<file path="src/hdl/uwv_ram.sv">
// generic single-port-write, single-port-read ram with registered read
module uwv_ram #(
  parameter int WIDTH = 8,
  parameter int DEPTH = 16
) (
  input  logic                     clk,
  input  logic                     we,
  input  logic [$clog2(DEPTH)-1:0] waddr,
  input  logic [WIDTH-1:0]         wdata,
  input  logic                     re,
  input  logic [$clog2(DEPTH)-1:0] raddr,
  output logic [WIDTH-1:0]         rdata
);

  logic [WIDTH-1:0] mem [DEPTH];

  always_ff @(posedge clk) begin
    if (we) begin
      mem[waddr] <= wdata;
    end
    if (re) begin
      rdata <= mem[raddr];
    end
  end

endmodule

</file>
<file path="config.mk">
export PLATFORM = sky130hd
export DESIGN_NAME = uwv_ram
export DESIGN_NICKNAME = d
export VERILOG_FILES = /design/src/hdl/uwv_ram.sv
export SDC_FILE = /design/constraint.sdc
export NUM_CORES = 1
export LEC_CHECK = 0
export BUFFER_PORTS_ARGS = -buffer_cell sky130_fd_sc_hd__buf_4
export CORE_MARGIN = 8
export CORE_UTILIZATION = 58
export CTS_BUF_LIST = sky130_fd_sc_hd__clkbuf_8 sky130_fd_sc_hd__clkbuf_16
export DETAILED_ROUTE_END_ITERATION = 16
export GPL_TIMING_DRIVEN = 0
export PLACE_DENSITY = 0.73
export SLEW_MARGIN = 40
export SYNTH_ARGS = -nofsm -noshare
export SYNTH_HDL_FRONTEND = slang
export SYNTH_SLANG_ARGS = --single-unit
</file>
<file path="constraint.sdc">
create_clock -name clk -period 2.3 [get_ports clk]
set_input_delay 0.345 -clock clk [delete_from_list [all_inputs] [get_ports clk]]
set_output_delay 0.345 -clock clk [all_outputs]
set_load 0.005 [all_outputs]
</file>
**After elaboration in Yosys (flattened, before gate mapping)**

Memory sizes are Yosys's and may differ from the RTL's. A register that Yosys moved wholly into a read port is not among the register bits.
Index checks and enable logic that the tools add are counted.

- Memory bits (writable): 128
- Bits in registers: 0
- Input bits: 19
- Memories: 1
- Word-level logic and storage cells: 3
- Output and inout port bits: 8

- Multiplexer cells: 2

Memory list:

| name | depth | width | rd ports | clocked after Yosys merged registers in | wr ports | line | text |
|---|---|---|---|---|---|---|---|
| mem | 16 | 8 | 1 | 1 | 1 | 15 | `logic [WIDTH-1:0] mem [DEPTH];` |

Operator list:

| operator | count |
|---|---|
| $mux W1 | 2 |

**Depth between registers and ports, before layout**

Gate-level depths: netlist of run 1.

- Depth after elaboration: 2
- Gate-level depth with buffers: 5

**Worst setup path before layout of run 1**

Ideal clock, no wire load.

- Path kind: input to register
- Start: input port waddr[2]
- End: memory mem[0][0] (enable)
- Buffers on the path: 0
- Path slack: 462 ps
- Setup time: 383 ps
- Stages: 2
- Data arrival time: 1455 ps
- Required time: 1917 ps
- Path through: or3b_2 -> nor3_1

RTL lines:

| element | line | text |
|---|---|---|
| start: declaration | 8 | `input logic [$clog2(DEPTH)-1:0] waddr,` |
| end: declaration | 15 |  |

No word-level cell before the write port.

==> results of run 1 <==
worst paths after layout:
check,startpoint,endpoint
worst max-delay path,mem[4][0]$_DFFE_PP_,rdata[0]$_DFFE_PP_
worst min-delay path,re,rdata[2]$_DFFE_PP_
worst max register to register,mem[4][0]$_DFFE_PP_,rdata[0]$_DFFE_PP_
worst min register to register,mem[11][2]$_DFFE_PP_,rdata[2]$_DFFE_PP_
cell type report:
class	instances	share of cell area [%]
clock buffers	17	6.75
well taps	108	2.20
flip-flops and latches	136	66.6
clock inverters	15	2.35
plain buffers	10	1.41
repair buffers	25	3.06
multi-input cells	83	17.6
worst register-to-register path, delay by kind of cell (launching register included):
family | cells | cell delay, ns
multiplexers | 1 | 0.55
AND/OR/NAND/NOR | 1 | 0.11
flip-flops | 1 | 0.37
AO/OA/AOI/OAI | 1 | 0.32
where the power goes:
part	internal, uW	switching [uW]
clock	1610	928
combinational	123	155
sequential	2790	13.8
total	4530	1100
flip-flops by register name (all words and copies together) (netlist names):
signal,count
rdata,8
mem,128
cell usage after synthesis (all sizes together):
master | n | area share (%)
a22oi | 16 | 2.3
and2 | 1 | 0.12
and2b | 1 | 0.14
buf | 7 | 1.1
clkdlybuf4s25 | 3 | 0.57
edfxtp | 136 | 78
mux4 | 32 | 15
nand2 | 9 | 0.65
nand2b | 2 | 0.24
nand3 | 1 | 0.096
nand3b | 2 | 0.29
nor2 | 13 | 0.93
nor2b | 1 | 0.12
nor3 | 4 | 0.38
or3b | 1 | 0.17
metrics by stage:
step / power (uW) / util, % / instances / setup TNS (ns) / area (sq um)
3_5_place_dp: 3140 / 63.9 / 362 / 0 / 5570
5_1_grt: 5780 / 70.3 / 394 / 0 / 6130
4_1_cts: 5650 / 70.3 / 394 / 0 / 6130
3_3_place_gp: 3120 / 63.6 / 362 / -0.731 / 5550
2_1_floorplan: 3000 / - / 229 / 0 / 5230
6_report: 5630 / 70.3 / 394 / 0 / 6130
layer usage:
metal / share of wire [%] / vias up / track usage, %
li1: - / 1069 / -
met1: 44 / 1252 / 22.3
met4: 1.1 / 0 / 5.77
met2: 49 / 94 / 26.3
met3: 5.9 / 10 / 5.36
met5: 0 / - / 0
kinds of logic (layout without fill, tap and decap cells):
group           count (synthesis)  after routing  share of synthesized area [%]
flops                         136            136                           78.1
simple gates                   35             35                           3.14
compound gates                 16             16                           2.30
mux                            32             32                           14.8
buf+inv                        10             67                           1.65
==> flow_summary.yaml, run 1 <==
outcome:
  status: "complete, no violations"
clock_tree:
  clock_latency_ns: 0.51
  ctsHoldBuffers: 0
  htreeDepth: 4
  cts_setup_buffers: 0
  ctsLongestPathBuffers: 2
  cts_tree: "done"
  cts_root_buffer: "clkbuf_8"
  ctsResizeCount: 0
  path_clk_slew_ns: 0.06
  cts_sinks: 136
  cts_buffers: 17
logic_synthesis:
  syn_area_per_cell_sq_um: 22.8
  synth_cells: 229
  yosys.cell_types.count: 18
  syn_nets: 248
  ys_ff_latch: 136
  yosysWarnings: 0
  synth_area_sq_um: 5230
  yosysSeqAreaShare_pct: 78.1
drt:
  totalWireLength_mm: 10.2
  drc: 0
  wl_per_cell_um: 25.8
  vias: 2425
  drtAntennaViolNets: 0
  drt_first_pass_iters: 5
  first_iter_violations: 172
  vias_per_cell: 6.15
worst_setup_path:
  cp_num_buf_inv: 0
  slowest_stage: "mux4_1"
  end_kind: "flip-flop"
  path_max_fanout: 1
  crit_type: "reg -> reg"
  reg2regPathDepth: 3
  start_kind: "flip-flop"
  crit_arrival_ns: 1.86
  worst-r2r-setup-slack_ns: 0.68
  path_depth: 3
  cp_data_required_time_ns: 2.55
  critPathTopFamily: "multiplexers"
  crit_chain: "mux4_1 -> a22oi_1 -> nand2_1"
  max_stage_delay_ns: 0.55
sta:
  setup_viol: 0
  setup_ws_ns: 0.684
  fin_crit_sh_pct: 70.3
  final-hold-violation-count: 0
  fin_skew_ns: 0.00673
  relSlewSlack_pct: 46.7
  rsz0062_at_grt: "no"
  hold_ws_ns: 0.140
  drv_slew: 0
  fin_crit_ns: 1.62
  tightest_slew_ns: 0.797
  max_freq_mhz: 619
finish:
  multiInputGateArea_sq_um: 1080
  most-common-layout-cells: "edfxtp_1, buf_4, mux4_2, a22oi_1, clkbuf_16"
  final_nets: 292
  drive_above_1_share_pct: 29.4
  area_growth_pct: 17.3
  mostFrequentLayoutCell: "edfxtp_1"
  antenna_cells: 0
  seq_area_sq_um: 4080
  fillers: 499
run:
  drv_cap: 0
power_and_ir_drop:
  powerDensity_nw_per_um2: 917
  peakVddDrop_uv: 586
  p_leak_uw: 0.00207
floorplanning:
  die_area_sq_um: 12300
  fp.dieH_um: 111
  core-area_sq_um: 8720
  fp.dieW_um: 111
  ios: 27
  start_util_pct: 59.9
  rows: 34
placement:
  port_buffers: 25
  dp_slack_ns: 0.266
  dpl.hpwl_mm: 6.17
  place_congestion: 0.704
global_routing:
  grt_pass1_vias: 2528
  grt_max_degree: 17
  antenna_found_initial: 0
  overflow: 0
  grt_pass1_wl_mm: 15.3
  grt.total_usage_pct: 17.0
min_path:
  whs_path_depth: 1
  hp-class: "in -> reg"
No activity file was read; power rests on OpenSTA's default activity.
==> run 2: changes to the inputs <==
--- a/config.mk
+++ b/config.mk
@@ -7,11 +7,11 @@
 export LEC_CHECK = 0
 export BUFFER_PORTS_ARGS = -buffer_cell sky130_fd_sc_hd__buf_4
 export CORE_MARGIN = 8
-export CORE_UTILIZATION = 58
+export CORE_UTILIZATION = 54
 export CTS_BUF_LIST = sky130_fd_sc_hd__clkbuf_8 sky130_fd_sc_hd__clkbuf_16
 export DETAILED_ROUTE_END_ITERATION = 16
 export GPL_TIMING_DRIVEN = 0
-export PLACE_DENSITY = 0.73
+export PLACE_DENSITY = 0.71
 export SLEW_MARGIN = 40
 export SYNTH_ARGS = -nofsm -noshare
 export SYNTH_HDL_FRONTEND = slang
==> constraint.sdc (replaced) <==
create_clock -name clk -period 1.35 [get_ports clk]
set_input_delay 0.2025 -clock clk [delete_from_list [all_inputs] [get_ports clk]]
set_output_delay 0.2025 -clock clk [all_outputs]
set_load 0.005 [all_outputs]
==> run 2 against run 1 <==
The flow now finishes with violations (negative setup slack); clock skew about the same; sequential share of layout area fell by 2.1 points; non-clock buffer count is 8 higher; core utilization fell by 4.3 points; maximum frequency rose by 12%; die area rose by 6.3%; worst setup slack got worse by 0.78 ns; largest cell class unchanged; largest power group unchanged; highest routed layer unchanged.
==> flow_summary.yaml, run 2 (synthesis results as in run 1) <==
outcome:
  status: "finished with violations"
  failed_checks: "negative setup slack"
floorplanning:
  ios: 27
  core-area_sq_um: 9590
  fp.dieW_um: 114
  fp.dieH_um: 114
  die_area_sq_um: 13100
  rows: 36
  start_util_pct: 54.5
sta:
  setup_viol: 8
  fin_crit_sh_pct: 107
  relSlewSlack_pct: 40.3
  fin_crit_ns: 1.44
  tightest_slew_ns: 0.891
  setup_ws_ns: -0.0912
  max_freq_mhz: 694
  rsz0062_at_grt: "yes"
  final-hold-violation-count: 0
  fin_skew_ns: 0.00675
  drv_slew: 0
drt:
  wl_per_cell_um: 22.6
  vias: 2450
  first_iter_violations: 239
  totalWireLength_mm: 9.66
  drt_first_pass_iters: 4
  drtAntennaViolNets: 0
  drc: 0
  vias_per_cell: 5.74
finish:
  largest_register_ff_count: 128
  antenna_cells: 0
  final_nets: 300
  largest-register: "mem"
  drive_above_1_share_pct: 40.5
  most-common-layout-cells: "edfxtp_1, mux4_2, buf_4, clkbuf_16, a22oi_2"
  area_growth_pct: 21.1
  top_regs: "mem x128, rdata x8"
  design_area_sq_um: 6330
  mostFrequentLayoutCell: "edfxtp_1"
placement:
  place_congestion: 0.739
  dpl.hpwl_mm: 6.15
  place_area_sq_um: 5590
  port_buffers: 25
run:
  drv_cap: 0
worst_setup_path:
  end_kind: "flip-flop"
  crit_arrival_ns: 1.69
  path_max_fanout: 1
  reg2regPathDepth: 3
  slowest_stage: "mux4_2"
  crit_chain: "mux4_2 -> a22oi_1 -> nand2_1"
  cp_num_buf_inv: 0
  cp_data_required_time_ns: 1.60
  path_depth: 3
  critPathTopFamily: "multiplexers"
  crit_type: "reg -> reg"
  max_stage_delay_ns: 0.49
  start_kind: "flip-flop"
power_and_ir_drop:
  p_leak_uw: 0.00205
  powerDensity_nw_per_um2: 1550
  peakVddDrop_uv: 773
  p_total_uw: 9820
global_routing:
  grt_pass1_vias: 2617
  overflow: 0
  antenna_found_initial: 0
  grt_max_degree: 17
  grt.total_usage_pct: 16.2
  grt_pass1_wl_mm: 14.9
clock_tree:
  cts_tree: "done"
  ctsLongestPathBuffers: 2
  cts_sinks: 136
  cts_root_buffer: "clkbuf_8"
  htreeDepth: 4
  cts_buffers: 17
  clock_latency_ns: 0.52
  path_clk_slew_ns: 0.06
min_path:
  hp-class: "in -> reg"
  whs_path_depth: 1
==> run 2: changes by cell type in the layout (fill, tap and decap cells not counted), sizes merged <==
cell         before  now
clkinv            9    6
inv               3    2
dlygate4sd3       0    8
clkinvlp          0    4
==> run 2: cell type report <==
| class | count | area (sq um) |
|---|---|---|
| clock buffers | 17 | 414 |
| flip-flops and latches | 136 | 4080 |
| clock inverters | 15 | 178 |
| repair buffers | 33 | 268 |
| multi-input cells | 83 | 1100 |
| fillers | 616 | 3260 |
| well taps | 133 | 166 |
| plain buffers | 10 | 120 |
==> run 2: what timing repair did <==
| item | 4_1_cts | 5_1_grt |
|---|---|---|
| buffers inserted | 0 | 0 |
| gates resized for setup | 11 | 5 |
| hold buffers | 8 | 0 |
| pin swaps | 2 | 1 |
| endpoints found under the setup margin | 24 | 16 |
| cloned | 0 | 0 |
| hold endpoints to repair | 120 | 0 |
==> run 2: final timing paths <==
kind	startpoint	endpoint	slack, ns
worst min-delay path	wdata[7]	mem[4][7]$_DFFE_PP_	0.03
worst max register to register	mem[3][4]$_DFFE_PP_	rdata[4]$_DFFE_PP_	-0.09
worst max-delay path	mem[3][4]$_DFFE_PP_	rdata[4]$_DFFE_PP_	-0.09
worst min register to register	mem[7][5]$_DFFE_PP_	rdata[5]$_DFFE_PP_	0.78
==> run 2: per-stage QoR <==
step | setup TNS (ns) | hold slack, ns | utilization [%] | worst slack, ns | std cells
detailed placement | -41.57 | 0.489 | 58.2 | -0.616 | 387
global route | -0.758 | 0.0246 | 66.0 | -0.123 | 427
CTS | -0.538 | 0.00728 | 65.7 | -0.0971 | 427
global placement | -42.72 | 0.489 | 58.2 | -0.577 | 387
finish | -0.413 | 0.0294 | 66.0 | -0.0912 | 427
floorplan | -4.07 | 0.301 | - | -0.119 | 229
==> run 2: power by group <==
part           total (uW)  switching, uW  internal (uW)
clock network        4510           1700           2810
logic                 529            278            251
registers            4780           22.7           4760
==> run 2: per-layer routing <==
layer	part of all wire (%)	track usage, %	up-vias
li1	-	-	1070
met1	40	19.4	1266
met2	51	26.4	102
met3	7.4	5.49	12
met4	1.6	6.30	0
met5	0	0	-
